`src/rtl/kscs_pkg.sv`:
```
package kscs_pkg;

    localparam int QUEUE_DEPTH_DEFAULT = 4;

    // Scancode set 1 constants
    localparam logic [7:0] SC_LSHIFT = 8'h2A;
    localparam logic [7:0] SC_LCTRL  = 8'h1D;
    localparam logic [7:0] SC_LALT   = 8'h38;
    localparam logic [7:0] SC_PREFIX = 8'hE0;
    localparam logic [7:0] SC_ENTER  = 8'h1C;
    localparam logic [7:0] SC_TAB    = 8'h0F;

    localparam logic OP_CHAR    = 1'b0;
    localparam logic OP_SPECIAL = 1'b1;

    // Event steps, in emission order
    localparam int NUM_STEPS   = 6;
    localparam int STEP_MOD_DN = 0;
    localparam int STEP_PFX_DN = 1;
    localparam int STEP_KEY_DN = 2;
    localparam int STEP_KEY_UP = 3;
    localparam int STEP_PFX_UP = 4;
    localparam int STEP_MOD_UP = 5;

    typedef logic [NUM_STEPS-1:0] step_mask_t;

    typedef enum logic [1:0] {
        MOD_NONE  = 2'd0,
        MOD_SHIFT = 2'd1,
        MOD_CTRL  = 2'd2,
        MOD_ALT   = 2'd3
    } mod_t;

    typedef struct packed {
        logic       operation;
        logic [7:0] char_code;
        logic [4:0] special_key;
    } in_word_t;

    typedef struct packed {
        logic [7:0] scan_code;
        logic       key_down;
        logic       extended_flag;
        logic       last_event;
    } out_word_t;

    // Classified keystroke handed from front to back
    typedef struct packed {
        logic [7:0] code;
        mod_t       modifier;
        logic       ext;
    } desc_t;

    typedef struct packed {
        logic full;
        logic not_empty;
    } q_status_t;

    typedef struct packed {
        logic  hit;
        desc_t desc;
    } lookup_t;

    function automatic logic [7:0] alpha_code(input logic [4:0] idx);
        logic [7:0] r;
        unique case (idx)
            5'd0:  r = 8'h1E;  5'd1:  r = 8'h30;  5'd2:  r = 8'h2E;  5'd3:  r = 8'h20;
            5'd4:  r = 8'h12;  5'd5:  r = 8'h21;  5'd6:  r = 8'h22;  5'd7:  r = 8'h23;
            5'd8:  r = 8'h17;  5'd9:  r = 8'h24;  5'd10: r = 8'h25;  5'd11: r = 8'h26;
            5'd12: r = 8'h32;  5'd13: r = 8'h31;  5'd14: r = 8'h18;  5'd15: r = 8'h19;
            5'd16: r = 8'h10;  5'd17: r = 8'h13;  5'd18: r = 8'h1F;  5'd19: r = 8'h14;
            5'd20: r = 8'h16;  5'd21: r = 8'h2F;  5'd22: r = 8'h11;  5'd23: r = 8'h2D;
            5'd24: r = 8'h15;  5'd25: r = 8'h2C;
            default: r = 8'h00;
        endcase
        return r;
    endfunction

    function automatic logic [7:0] numeral_code(input logic [3:0] idx);
        logic [7:0] r;
        unique case (idx)
            4'd0: r = 8'h0B;  4'd1: r = 8'h02;  4'd2: r = 8'h03;  4'd3: r = 8'h04;
            4'd4: r = 8'h05;  4'd5: r = 8'h06;  4'd6: r = 8'h07;  4'd7: r = 8'h08;
            4'd8: r = 8'h09;  4'd9: r = 8'h0A;
            default: r = 8'h00;
        endcase
        return r;
    endfunction

    // Punctuation: code and shift need; code zero means no key
    function automatic lookup_t punct_lookup(input logic [7:0] c);
        lookup_t    r;
        logic [7:0] code;
        logic       sh;
        sh = 1'b0;
        unique case (c)
            8'h20: code = 8'h39;              // space
            8'h2D: code = 8'h0C;              // -
            8'h3D: code = 8'h0D;              // =
            8'h5B: code = 8'h1A;              // [
            8'h5D: code = 8'h1B;              // ]
            8'h3B: code = 8'h27;              // ;
            8'h27: code = 8'h28;              // quote
            8'h60: code = 8'h29;              // backtick
            8'h5C: code = 8'h2B;              // backslash
            8'h2C: code = 8'h33;              // ,
            8'h2E: code = 8'h34;              // .
            8'h2F: code = 8'h35;              // /
            8'h21: begin code = 8'h02; sh = 1'b1; end  // !
            8'h40: begin code = 8'h03; sh = 1'b1; end  // @
            8'h23: begin code = 8'h04; sh = 1'b1; end  // #
            8'h24: begin code = 8'h05; sh = 1'b1; end  // $
            8'h25: begin code = 8'h06; sh = 1'b1; end  // %
            8'h5E: begin code = 8'h07; sh = 1'b1; end  // ^
            8'h26: begin code = 8'h08; sh = 1'b1; end  // &
            8'h2A: begin code = 8'h09; sh = 1'b1; end  // *
            8'h28: begin code = 8'h0A; sh = 1'b1; end  // (
            8'h29: begin code = 8'h0B; sh = 1'b1; end  // )
            8'h5F: begin code = 8'h0C; sh = 1'b1; end  // _
            8'h2B: begin code = 8'h0D; sh = 1'b1; end  // +
            8'h7B: begin code = 8'h1A; sh = 1'b1; end  // {
            8'h7D: begin code = 8'h1B; sh = 1'b1; end  // }
            8'h3A: begin code = 8'h27; sh = 1'b1; end  // :
            8'h22: begin code = 8'h28; sh = 1'b1; end  // double quote
            8'h7E: begin code = 8'h29; sh = 1'b1; end  // ~
            8'h7C: begin code = 8'h2B; sh = 1'b1; end  // |
            8'h3C: begin code = 8'h33; sh = 1'b1; end  // <
            8'h3E: begin code = 8'h34; sh = 1'b1; end  // >
            8'h3F: begin code = 8'h35; sh = 1'b1; end  // ?
            default: code = 8'h00;
        endcase
        r.hit           = (code != 8'h00);
        r.desc.code     = code;
        r.desc.modifier = sh ? MOD_SHIFT : MOD_NONE;
        r.desc.ext      = 1'b0;
        return r;
    endfunction

    function automatic lookup_t char_lookup(input logic [7:0] c);
        lookup_t    r;
        logic [7:0] off_lower;
        logic [7:0] off_upper;
        logic [7:0] off_digit;
        off_lower = c - 8'h61;
        off_upper = c - 8'h41;
        off_digit = c - 8'h30;
        r.hit           = 1'b1;
        r.desc.ext      = 1'b0;
        r.desc.modifier = MOD_NONE;
        r.desc.code     = 8'h00;
        if (c >= 8'h61 && c <= 8'h7A) begin
            r.desc.code = alpha_code(off_lower[4:0]);
        end else if (c >= 8'h41 && c <= 8'h5A) begin
            r.desc.code     = alpha_code(off_upper[4:0]);
            r.desc.modifier = MOD_SHIFT;
        end else if (c >= 8'h30 && c <= 8'h39) begin
            r.desc.code = numeral_code(off_digit[3:0]);
        end else if (c == 8'h0A || c == 8'h0D) begin
            r.desc.code = SC_ENTER;
        end else if (c == 8'h09) begin
            r.desc.code = SC_TAB;
        end else begin
            r = punct_lookup(c);
        end
        return r;
    endfunction

    function automatic lookup_t named_lookup(input logic [4:0] k);
        lookup_t r;
        r.hit           = 1'b1;
        r.desc.ext      = 1'b0;
        r.desc.modifier = MOD_NONE;
        unique case (k)
            5'd0:  r.desc.code = 8'h1C;
            5'd1:  r.desc.code = 8'h01;
            5'd2:  r.desc.code = 8'h0F;
            5'd3:  r.desc.code = 8'h0E;
            5'd4:  begin r.desc.code = 8'h48; r.desc.ext = 1'b1; end
            5'd5:  begin r.desc.code = 8'h50; r.desc.ext = 1'b1; end
            5'd6:  begin r.desc.code = 8'h4B; r.desc.ext = 1'b1; end
            5'd7:  begin r.desc.code = 8'h4D; r.desc.ext = 1'b1; end
            5'd8:  begin r.desc.code = 8'h47; r.desc.ext = 1'b1; end
            5'd9:  begin r.desc.code = 8'h4F; r.desc.ext = 1'b1; end
            5'd10: begin r.desc.code = 8'h49; r.desc.ext = 1'b1; end
            5'd11: begin r.desc.code = 8'h51; r.desc.ext = 1'b1; end
            5'd12: begin r.desc.code = 8'h52; r.desc.ext = 1'b1; end
            5'd13: begin r.desc.code = 8'h53; r.desc.ext = 1'b1; end
            5'd14: r.desc.code = 8'h3B;
            5'd15: r.desc.code = 8'h3C;
            5'd16: r.desc.code = 8'h3D;
            5'd17: r.desc.code = 8'h3E;
            5'd18: r.desc.code = 8'h3F;
            5'd19: r.desc.code = 8'h40;
            5'd20: r.desc.code = 8'h41;
            5'd21: r.desc.code = 8'h42;
            5'd22: r.desc.code = 8'h43;
            5'd23: r.desc.code = 8'h44;
            5'd24: r.desc.code = 8'h57;
            5'd25: r.desc.code = 8'h58;
            5'd26: begin r.desc.code = 8'h2E; r.desc.modifier = MOD_CTRL; end
            5'd27: begin r.desc.code = 8'h2C; r.desc.modifier = MOD_CTRL; end
            5'd28: begin r.desc.code = 8'h46; r.desc.modifier = MOD_CTRL; end
            5'd29: begin r.desc.code = 8'h3E; r.desc.modifier = MOD_ALT; end
            5'd30: begin r.desc.code = 8'h1C; r.desc.modifier = MOD_ALT; end
            default: begin r.desc.code = 8'h00; r.hit = 1'b0; end
        endcase
        return r;
    endfunction

    function automatic logic [7:0] mod_scan(input mod_t m);
        logic [7:0] r;
        unique case (m)
            MOD_SHIFT: r = SC_LSHIFT;
            MOD_CTRL:  r = SC_LCTRL;
            MOD_ALT:   r = SC_LALT;
            default:   r = 8'h00;
        endcase
        return r;
    endfunction

    function automatic step_mask_t step_mask(input desc_t d);
        step_mask_t m;
        m              = '0;
        m[STEP_MOD_DN] = (d.modifier != MOD_NONE);
        m[STEP_PFX_DN] = d.ext;
        m[STEP_KEY_DN] = 1'b1;
        m[STEP_KEY_UP] = 1'b1;
        m[STEP_PFX_UP] = d.ext;
        m[STEP_MOD_UP] = (d.modifier != MOD_NONE);
        return m;
    endfunction

endpackage

```
`src/rtl/kscs_front.sv`:
```
module kscs_front
    import kscs_pkg::*;
(
    input  logic      s_valid,
    output logic      s_ready,
    input  in_word_t  s_word,
    input  q_status_t q_status,
    output logic      push,
    output desc_t     push_desc
);

    lookup_t lk;

    always_comb begin
        if (s_word.operation == OP_SPECIAL) begin
            lk = named_lookup(s_word.special_key);
        end else begin
            lk = char_lookup(s_word.char_code);
        end
    end

    // Take a word whenever the queue has room; drop keystrokes with no events
    assign s_ready   = !q_status.full;
    assign push      = s_valid && s_ready && lk.hit;
    assign push_desc = lk.desc;

endmodule

```
`src/rtl/kscs_queue.sv`:
```
module kscs_queue
    import kscs_pkg::*;
#(
    parameter int DEPTH = QUEUE_DEPTH_DEFAULT
) (
    input  logic      aclk,
    input  logic      aresetn,
    input  logic      push,
    input  desc_t     push_desc,
    input  logic      pop,
    output desc_t     head_desc,
    output q_status_t q_status
);

    localparam int PTR_W = (DEPTH > 1) ? $clog2(DEPTH) : 1;
    localparam int CNT_W = $clog2(DEPTH + 1);

    desc_t            slot_reg [DEPTH];
    logic [PTR_W-1:0] wr_ptr_reg, wr_ptr_next;
    logic [PTR_W-1:0] rd_ptr_reg, rd_ptr_next;
    logic [CNT_W-1:0] count_reg, count_next;
    logic             do_push, do_pop;

    assign q_status.full      = (count_reg == CNT_W'(DEPTH));
    assign q_status.not_empty = (count_reg != '0);
    assign head_desc          = slot_reg[rd_ptr_reg];

    assign do_push = push && !q_status.full;
    assign do_pop  = pop && q_status.not_empty;

    always_comb begin
        wr_ptr_next = wr_ptr_reg;
        rd_ptr_next = rd_ptr_reg;
        count_next  = count_reg;
        if (do_push) begin
            wr_ptr_next = (wr_ptr_reg == PTR_W'(DEPTH - 1)) ? '0 : wr_ptr_reg + 1'b1;
        end
        if (do_pop) begin
            rd_ptr_next = (rd_ptr_reg == PTR_W'(DEPTH - 1)) ? '0 : rd_ptr_reg + 1'b1;
        end
        if (do_push && !do_pop) begin
            count_next = count_reg + 1'b1;
        end else if (do_pop && !do_push) begin
            count_next = count_reg - 1'b1;
        end
    end

    always_ff @(posedge aclk) begin
        if (!aresetn) begin
            wr_ptr_reg <= '0;
            rd_ptr_reg <= '0;
            count_reg  <= '0;
        end else begin
            wr_ptr_reg <= wr_ptr_next;
            rd_ptr_reg <= rd_ptr_next;
            count_reg  <= count_next;
        end
    end

    always_ff @(posedge aclk) begin
        if (do_push) begin
            slot_reg[wr_ptr_reg] <= push_desc;
        end
    end

endmodule

```
`src/rtl/kscs_back.sv`:
```
module kscs_back
    import kscs_pkg::*;
(
    input  logic      aclk,
    input  logic      aresetn,
    input  desc_t     head_desc,
    input  q_status_t q_status,
    output logic      pop,
    output logic      m_valid,
    input  logic      m_ready,
    output out_word_t m_word
);

    desc_t      cur_reg, cur_next;
    step_mask_t rem_reg, rem_next;
    logic       m_valid_reg, m_valid_next;
    out_word_t  m_word_reg, m_word_next;

    desc_t      src_desc;
    step_mask_t src_mask;
    step_mask_t pick;
    logic       have_cur, out_free, emit;
    out_word_t  ev;

    assign have_cur = (rem_reg != '0);
    assign out_free = !m_valid_reg || m_ready;
    assign emit     = out_free && (have_cur || q_status.not_empty);
    assign pop      = emit && !have_cur;

    assign src_desc = have_cur ? cur_reg : head_desc;
    assign src_mask = have_cur ? rem_reg : step_mask(head_desc);
    assign pick     = src_mask & (~src_mask + 1'b1);

    always_comb begin
        ev.last_event = ((src_mask & ~pick) == '0);
        priority if (pick[STEP_MOD_DN]) begin
            ev.scan_code = mod_scan(src_desc.modifier);
            ev.key_down = 1'b1;
            ev.extended_flag = 1'b0;
        end else if (pick[STEP_PFX_DN]) begin
            ev.scan_code = SC_PREFIX;
            ev.key_down = 1'b1;
            ev.extended_flag = 1'b1;
        end else if (pick[STEP_KEY_DN]) begin
            ev.scan_code = src_desc.code;
            ev.key_down = 1'b1;
            ev.extended_flag = src_desc.ext;
        end else if (pick[STEP_KEY_UP]) begin
            ev.scan_code = src_desc.code;
            ev.key_down = 1'b0;
            ev.extended_flag = src_desc.ext;
        end else if (pick[STEP_PFX_UP]) begin
            ev.scan_code = SC_PREFIX;
            ev.key_down = 1'b0;
            ev.extended_flag = 1'b1;
        end else begin
            ev.scan_code = mod_scan(src_desc.modifier);
            ev.key_down = 1'b0;
            ev.extended_flag = 1'b0;
        end
    end

    always_comb begin
        cur_next     = cur_reg;
        rem_next     = rem_reg;
        m_word_next  = m_word_reg;
        m_valid_next = m_valid_reg;
        if (out_free) begin
            m_valid_next = emit;
        end
        if (emit) begin
            cur_next    = src_desc;
            rem_next    = src_mask & ~pick;
            m_word_next = ev;
        end
    end

    always_ff @(posedge aclk) begin
        if (!aresetn) begin
            rem_reg     <= '0;
            m_valid_reg <= 1'b0;
        end else begin
            rem_reg     <= rem_next;
            m_valid_reg <= m_valid_next;
        end
    end

    always_ff @(posedge aclk) begin
        cur_reg    <= cur_next;
        m_word_reg <= m_word_next;
    end

    assign m_valid = m_valid_reg;
    assign m_word  = m_word_reg;

endmodule

```
`src/rtl/keystroke_to_scancode_sequencer_top.sv`:
```
// Channel   Direction  Handshake           Word
// s_        in         s_valid / s_ready   in_word_t  (operation, char_code, special_key)
// m_        out        m_valid / m_ready   out_word_t (scan_code, key_down,
//                                                      extended_flag, last_event)
//
// Flow: the front takes one word per cycle while the queue has room; the event
//   sequencer in the back emits one event per cycle while m_ready allows, so a keystroke
//   costs two or four events there (plain key, or key wrapped in a modifier or an E0
//   prefix; no key carries both, so the six-step walk never runs full).
// Reset: aresetn, synchronous, clears queue pointers, sequencer progress and m_valid.
// Stalls: m_ready low holds the output register; the queue absorbs QUEUE_DEPTH
//   classified keystrokes before s_ready drops.
module keystroke_to_scancode_sequencer_top
    import kscs_pkg::*;
#(
    parameter int QUEUE_DEPTH = QUEUE_DEPTH_DEFAULT
) (
    input  logic      aclk,
    input  logic      aresetn,
    input  logic      s_valid,
    output logic      s_ready,
    input  in_word_t  s_word,
    output logic      m_valid,
    input  logic      m_ready,
    output out_word_t m_word
);

    // Front to queue: classified keystroke, pushed only when it has events
    logic      push;
    desc_t     push_desc;

    // Queue to back: head entry and fill status
    desc_t     head_desc;
    q_status_t q_status;
    logic      pop;

    // Classify characters and named keys; drop unsupported ones here
    kscs_front u_front (
        .s_valid   (s_valid),
        .s_ready   (s_ready),
        .s_word    (s_word),
        .q_status  (q_status),
        .push      (push),
        .push_desc (push_desc)
    );

    // Decouple classification from event emission
    kscs_queue #(
        .DEPTH (QUEUE_DEPTH)
    ) u_queue (
        .aclk      (aclk),
        .aresetn   (aresetn),
        .push      (push),
        .push_desc (push_desc),
        .pop       (pop),
        .head_desc (head_desc),
        .q_status  (q_status)
    );

    // Walk modifier, prefix and key steps, one event per cycle while the output is free
    kscs_back u_back (
        .aclk      (aclk),
        .aresetn   (aresetn),
        .head_desc (head_desc),
        .q_status  (q_status),
        .pop       (pop),
        .m_valid   (m_valid),
        .m_ready   (m_ready),
        .m_word    (m_word)
    );

endmodule

```
`config.mk`:
```
export PLATFORM = sky130hd
export DESIGN_NAME = keystroke_to_scancode_sequencer_top
export DESIGN_NICKNAME = d
export VERILOG_FILES = /design/src/rtl/kscs_pkg.sv /design/src/rtl/kscs_front.sv /design/src/rtl/kscs_queue.sv /design/src/rtl/kscs_back.sv /design/src/rtl/keystroke_to_scancode_sequencer_top.sv
export SDC_FILE = /design/constraint.sdc
export NUM_CORES = 1
export LEC_CHECK = 0
export ABC_CLOCK_PERIOD_IN_PS = 3170
export BUFFER_PORTS_ARGS = -buffer_cell sky130_fd_sc_hd__buf_2
export CAP_MARGIN = 20
export CORE_ASPECT_RATIO = 1.1
export CORE_MARGIN = 1
export CORE_UTILIZATION = 56
export CTS_BUF_LIST = sky130_fd_sc_hd__clkbuf_8
export DETAILED_ROUTE_END_ITERATION = 12
export PLACE_DENSITY = 0.74
export SYNTH_ARGS = -nofsm -noshare
export SYNTH_HDL_FRONTEND = slang
export SYNTH_SLANG_ARGS = --single-unit
export TNS_END_PERCENT = 30
```
`constraint.sdc`:
```
create_clock -name aclk -period 3.17 [get_ports aclk]
set_input_delay 0.1585 -clock aclk [delete_from_list [all_inputs] [get_ports aclk]]
set_output_delay 0.1585 -clock aclk [all_outputs]
set_load 0.01 [all_outputs]
```
## Yosys cells after proc, flatten, opt, wreduce, memory -nomap -nowiden

Memory sizes are Yosys's and may differ from the RTL's. A register that Yosys moved wholly into a read port is not among the register bits.
Index checks and enable logic that the tools add are counted.

- Magnitude comparators: 6
- Bitwise logic cells: 4
- Eq/ne operators: 72
- Reduce and logical (&&, ||, !) cells: 45
- $add $sub $neg: 8
- Multiplexer cells: 51

Operators with widths:

| kind | number |
|---|---|
| 7-bit one-hot mux with 29 select lines | 1 |
| 8-bit by 6-bit == test with 1-bit output, second input constant | 22 |
| 6-bit one-hot mux with 22 select lines | 1 |
| 8-bit by 7-bit == test with 1-bit output, second input constant | 11 |
| 8-bit two-way mux | 10 |
| 5-bit == test, second input constant | 15 |
| 10-bit two-way mux | 6 |
| 5-bit by 4-bit == test with 1-bit output, second input constant | 8 |
| 31-bit OR reduction | 1 |
| 2-bit OR reduction | 14 |
| 8-bit by 4-bit == test with 1-bit output, second input constant | 3 |
| 21-bit OR reduction | 1 |
| 5-bit by 3-bit == test with 1-bit output, second input constant | 4 |
| 1-bit two-way mux | 18 |
| 3-bit two-way mux | 6 |
| 6-bit one-hot mux with 3 select lines | 1 |
| 8-bit by 7-bit greater-or-equal comparator with 1-bit output, second input constant | 2 |
| 8-bit by 7-bit <= comparator with 1-bit output, second input constant | 2 |
| 6-bit AND | 2 |
| 12-bit two-way mux | 1 |
| 6-bit inverter | 2 |
| 1-bit logical AND | 11 |
| 11-bit two-way mux | 1 |
| 5-bit by 2-bit == test with 1-bit output, second input constant | 2 |
| 25 further kinds | 41 |

- Memories: 4
- Bits of input ports: 18
- Memory bits (writable): 44
- Register bits: 36
- Output and inout bits: 13
- Word-level logic and storage cells: 202
- ROM bits: 448

Memories:

| name | words | bits a word | rd ports | clocked after Yosys merged registers in | write ports | RTL line | source |
|---|---|---|---|---|---|---|---|
| (no name shown) | 32 | 6 | 1 | 0 | 0 | kscs_pkg.sv:66 | `unique case (idx)` |
| (no name shown) | 32 | 6 | 1 | 0 | 0 | kscs_pkg.sv:66 |  |
| (no name shown) | 16 | 4 | 1 | 0 | 0 | kscs_pkg.sv:81 | `unique case (idx)` |
| u_queue.slot_reg | 4 | 11 | 1 | 1 | 1 | kscs_queue.sv:18 | `desc_t slot_reg [DEPTH];` |

## Longest topological paths before layout

- Depth in word-level cells: 22
- Mapped depth: 15
- Gate-level depth less buffers: 14

## Hierarchy

From an unflattened synthesis, not the netlist that was laid out.

- Cell total of the unflattened synthesis: 562
- Area total of the unflattened synthesis: 5,572.8 um^2

By module, submodules not included:

| module | times used | cells each | area each (um^2) | sequential area each (um^2) |
|---|---|---|---|---|
| kscs_queue | 1 | 108 | 2,063.2 | 1,501.4 |
| kscs_front | 1 | 313 | 2,039.5 | 0.0 |
| kscs_back | 1 | 141 | 1,470.2 | 780.7 |

## Worst setup path before layout

No wires, ideal clock.

- Path type: input to register
- From: input port s_word[5] in the netlist's numbering
- To: register u_queue.count_reg[2]
- Arrival time: 3.031 ns
- Slack: 0.069 ns
- Library setup time: 0.071 ns
- Buffers on the path: 1
- Required time: 3.099 ns
- Stages: 15
- Cells stage by stage: inv_1 > ha_1 > clkbuf_1 > nor4bb_1 > and2_1 > o21ai_1 > or4b_1 > nor2_1 > a21oi_2 > ha_1 > inv_1 > fa_1 > xor2_1 > or3_1 > a21oi_1

- Word-level cells in the longest chain between the ends: 21
- Elaborated cells on any way between the ends: 78
- Those cells by class: 6 x order compare; 36 x eq/ne; 14 x mux; 22 x reduce/logical

RTL lines:

| element | RTL line | source |
|---|---|---|
| start: declaration | keystroke_to_scancode_sequencer_top.sv:22 | `input in_word_t s_word,` |
| 8-bit by 6-bit == test with 1-bit output or 8-bit by 7-bit == test with 1-bit output (tied branches) | kscs_pkg.sv:96 | `unique case (c)` |
| 2-bit OR reduction (no source line) | -- |  |
| 6-bit one-hot mux with 22 select lines | kscs_pkg.sv:96 |  |
| 8-bit two-way mux | kscs_pkg.sv:160 | `end else if (c == 8'h09) begin` |
| 8-bit two-way mux | kscs_pkg.sv:158 | `end else if (c == 8'h0A \|\| c == 8'h0D) begin` |
| 8-bit two-way mux | kscs_pkg.sv:156 | `end else if (c >= 8'h30 && c <= 8'h39) begin` |
| 8-bit two-way mux | kscs_pkg.sv:153 | `end else if (c >= 8'h41 && c <= 8'h5A) begin` |
| 8-bit two-way mux | kscs_pkg.sv:151 | `if (c >= 8'h61 && c <= 8'h7A) begin` |
| [6 not listed] | -- |  |
| 1-bit two-way mux * | kscs_pkg.sv:151 |  |
| 12-bit two-way mux * | kscs_front.sv:15 | `if (s_word.operation == OP_SPECIAL) begin` |
| 1-bit logical AND * | kscs_front.sv:24 | `assign push = s_valid && s_ready && lk.hit;` |
| 1-bit logical AND * | kscs_queue.sv:28 | `assign do_push = push && !q_status.full;` |
| net u_queue.do_push | kscs_queue.sv:22 | `logic do_push, do_pop;` |
| 1-bit logical NOT | kscs_queue.sv:43 | `end else if (do_pop && !do_push) begin` |
| 1-bit logical AND | kscs_queue.sv:43 |  |
| 2-bit nonzero test (no source line) | -- |  |
| end signal: assignment | kscs_queue.sv:56 | `count_reg <= count_next;` |
| end: declaration | kscs_queue.sv:21 | `logic [CNT_W-1:0] count_reg, count_next;` |

Mark *: on every way through the listed nets, which the timed path passes. The rest lies on a longest branch. The select of a mux whose other input is x is not followed.
A chain may end at the register's enable or synchronous reset.

## Worst setup path after layout

Same ends and word-level chain as after synthesis.

==> results by group <==
Worst setup path
  • Worst setup EP type: flip-flop
  • WP data required: 3.45 ns
  • Crit path kind: input port to flip-flop
  • Startpoint type of the worst setup path: input port
  • Critical path's slowest cell: nor4_1
  • Max incr delay on CP: 0.42 ns
  • Cell Chain, Critical Path: buf_2 -> inv_1 -> ha_1 -> nor2b_1 -> a32o_1 -> a222oi_1 -> o211ai_1 -> nor4_1 -> a21oi_2 -> ha_1 -> inv_1 -> fa_1 -> xor2_1 -> or3_1 -> a21oi_1
  • Worst EP arrival: 3.14 ns
  • Crit-path max FO: 7

Placed design
  • Placed Area: 5220 µm²
  • Port bufs: 30
  • Detailed Place HPWL: 8.07 mm
  • Pre-CTS setup slack: 0.00976 ns
  • Placer congestion estimate: 1.00

CTS
  • Post-CTS resize count: 0
  • Cts bufs inserted: 9
  • Cts hold-fix bufs: 0
  • Worst-path clk slew: 0.08 ns
  • CTS tree: done
  • # Post-CTS Setup Buffers: 0
  • Root buffer cell: clkbuf_8
  • Clk buf depth: 2
  • CTS Sinks: 77
  • Worst-Skew Late Latency: 0.34 ns
  • H-tree depth: 3

Power and ir drop
  • Seq pwr share: 0.371
  • Sw Ratio: 0.380
  • Comb pwr share: 0.467
  • Clk pwr share: 0.162
  • Power Density: 852 nW/µm²
  • NetSw: 1750 µW
  • Pint: 2870 µW
  • Worst IR Drop VDD: 0.432 mV
  • Leakage power: 0.00208 µW

Timing
  • Final setup violating endpoints: 0
  • Worst hold slack: 0.115 ns
  • Crit path time final: 2.86 ns
  • Max_slew headroom: 0.375
  • RSZ-0062 raised after global routing: false
  • Slew of the pin with the lowest slew margin: 0.930 ns
  • Setup_tns: 0 ns
  • Worst clock skew: 0.00530 ns
  • Min setup slack post-route: 0.309 ns
  • Hold Fails Final Rpt: 0
  • Fmax: 350 MHz
  • Max-slew violations: 0
  • Fin crit share: 0.902

Synthesis
  • Syn. warnings: 0
  • Synth unique cells: 78
  • Asr flop ratio synth: 0
  • Seq/Total Area, Yosys: 0.442
  • Cell area after synthesis: 4890 µm²
  • Syn Area/Cell: 10.1 µm²
  • Mapped Cells: 482
  • Number of synthesized flops with an enable pin: 62
  • Synthesized net count: 517
  • Synth Flop Type: edfxtp_1
  • Flops & latches, synth: 77

Floorplanning
  • Die W: 91.1 µm
  • Die Ht: 100 µm
  • Core Rows: 35
  • Initial Util: 0.581
  • Core Region: 8410 µm²
  • IO Count: 31
  • Die ar.: 9110 µm²

Detailed routing
  • Final ANT Viol Nets: 0
  • Drt drc: 0
  • Drt via density: 6.23
  • Final wirelength: 11.0 mm
  • Wirelength per Cell: 17.4 µm
  • Vias: 3,943
  • Iteration-0 DRC Markers: 236
  • First-pass DRT Iterations: 5

Min path
  • Hold crit path type: input port to flip-flop

Global routing
  • Largest net degree at the start of global routing: 27
  • Overflow after GRT: 0
  • GRT Total Usage: 0.249
  • First-pass GRT wire length: 17.8 mm
  • Vias in the first global route: 3,596
  • Antenna violations before repair: 0

Status
  • Outcome: complete, no violations

Cells and area
  • Area growth, synth to finish: 11.0%
  • Largest register FFs: 40
  • Antenna Cells: 0
  • Nets: 552
  • Share of cells above drive strength 1: 0.192
  • Final Instance Area: 5420 µm²

Flow run
  • Max cap viols: 0
## cells by family (layout without fill, tap and decap cells)
logic type	Yosys count	after routing	synth area share
AOI/OAI and AO/OA	142	142	0.192
xor gates and xnor gates	10	10	0.0195
adders and majority gates	17	17	0.0451
buffers and inverters	52	92	0.0507
DFF	77	77	0.442
muxes	21	21	0.0758
and+or+nand+nor	163	163	0.174
## cells in the final DEF, fill, tap and decap left out, types with 8 or more instances in the layout
master    netlist  layout
inv_1          16      16
o21ai_0        34      34
nand2b_1        9       9
nor2_1         34      34
nor3_1         19      19
and2_1          9       9
dfxtp_1        15      15
buf_2           5      30
clkbuf_8        2       9
nand2_1        37      37
nor2b_1         8       8
nand3_1         9       9
buf_4           1      30
edfxtp_1       62      62
a21oi_1        37      37
ha_1           16      16
## final cells by class
cell class | instances | area (µm²)
multi-input cells | 353 | 2480
inverters | 16 | 60.1
fillers | 700 | 2990
well taps | 111 | 139
clock inverters | 7 | 78.8
flip-flops and latches | 77 | 2160
repair buffers | 60 | 375
clock buffers | 9 | 124
## per-layer routing
metal | share of wire | up-vias | track usage
li1 | - | 1903 | -
met1 | 0.40 | 1869 | 0.301
met2 | 0.53 | 149 | 0.448
met3 | 0.044 | 22 | 0.0280
met4 | 0.023 | 0 | 0.114
met5 | 0 | - | 0
## Yosys cell counts, drive strengths merged, types with 4 or more instances
library cell / count / area (µm²)
nor2: 36 / 140
and2: 10 / 63.8
clkbuf: 24 / 110
o21ai: 35 / 175
xnor2: 5 / 43.8
nand2b: 9 / 56.3
a211oi: 4 / 30.0
nand3: 9 / 45.0
xor2: 5 / 51.3
nor2b: 8 / 50.1
a31oi: 6 / 43.8
a21oi: 38 / 194
a21o: 9 / 70.1
nand2: 37 / 139
dfxtp: 15 / 300
mux2: 7 / 78.8
nor4: 6 / 37.5
ha: 16 / 200
o22ai: 4 / 25.0
inv: 16 / 60.1
or3: 5 / 31.3
edfxtp: 62 / 1860
nor3: 19 / 95.1
mux4: 10 / 251
buf: 12 / 77.6
mux2i: 4 / 40.0
nor3b: 6 / 45.0
## stage by stage
stage	instances	util	power, µW
2_1_floorplan	482	-	3410
3_3_place_gp	617	0.621	3830
3_5_place_dp	617	0.621	3890
4_1_cts	633	0.645	4640
5_1_grt	633	0.645	4920
6_report	633	0.645	4620
## final timing paths
check,from,to,slack (ns),cells past startpoint
worst min-delay path,aresetn,u_back.rem_reg[4],0.11,3
worst min register to register,u_queue.count_reg[2],u_queue.count_reg[2],0.51,2
worst max register to register,flip-flop,u_back.m_word[3],0.55,7
worst max-delay path,s_word[5],u_queue.count_reg[2],0.31,15
## power by group through the flow
stage	Combinational (µW)	Clock (µW)	Sequential, µW
after floorplan	1670	0	1740
after global placement	2100	0	1720
after detailed placement	2150	0	1740
after CTS	2160	761	1720
after global routing	2370	797	1750
final	2160	749	1710
## worst max-delay path, delay by kind of cell
kind            cells  cell delay [ns]
buf+inv             3             0.36
xor+xnor            1             0.07
simple gates        3             0.88
compound gates      5             1.03
fa+ha+maj           3             0.63
No activity file was read; power rests on OpenSTA's default activity.
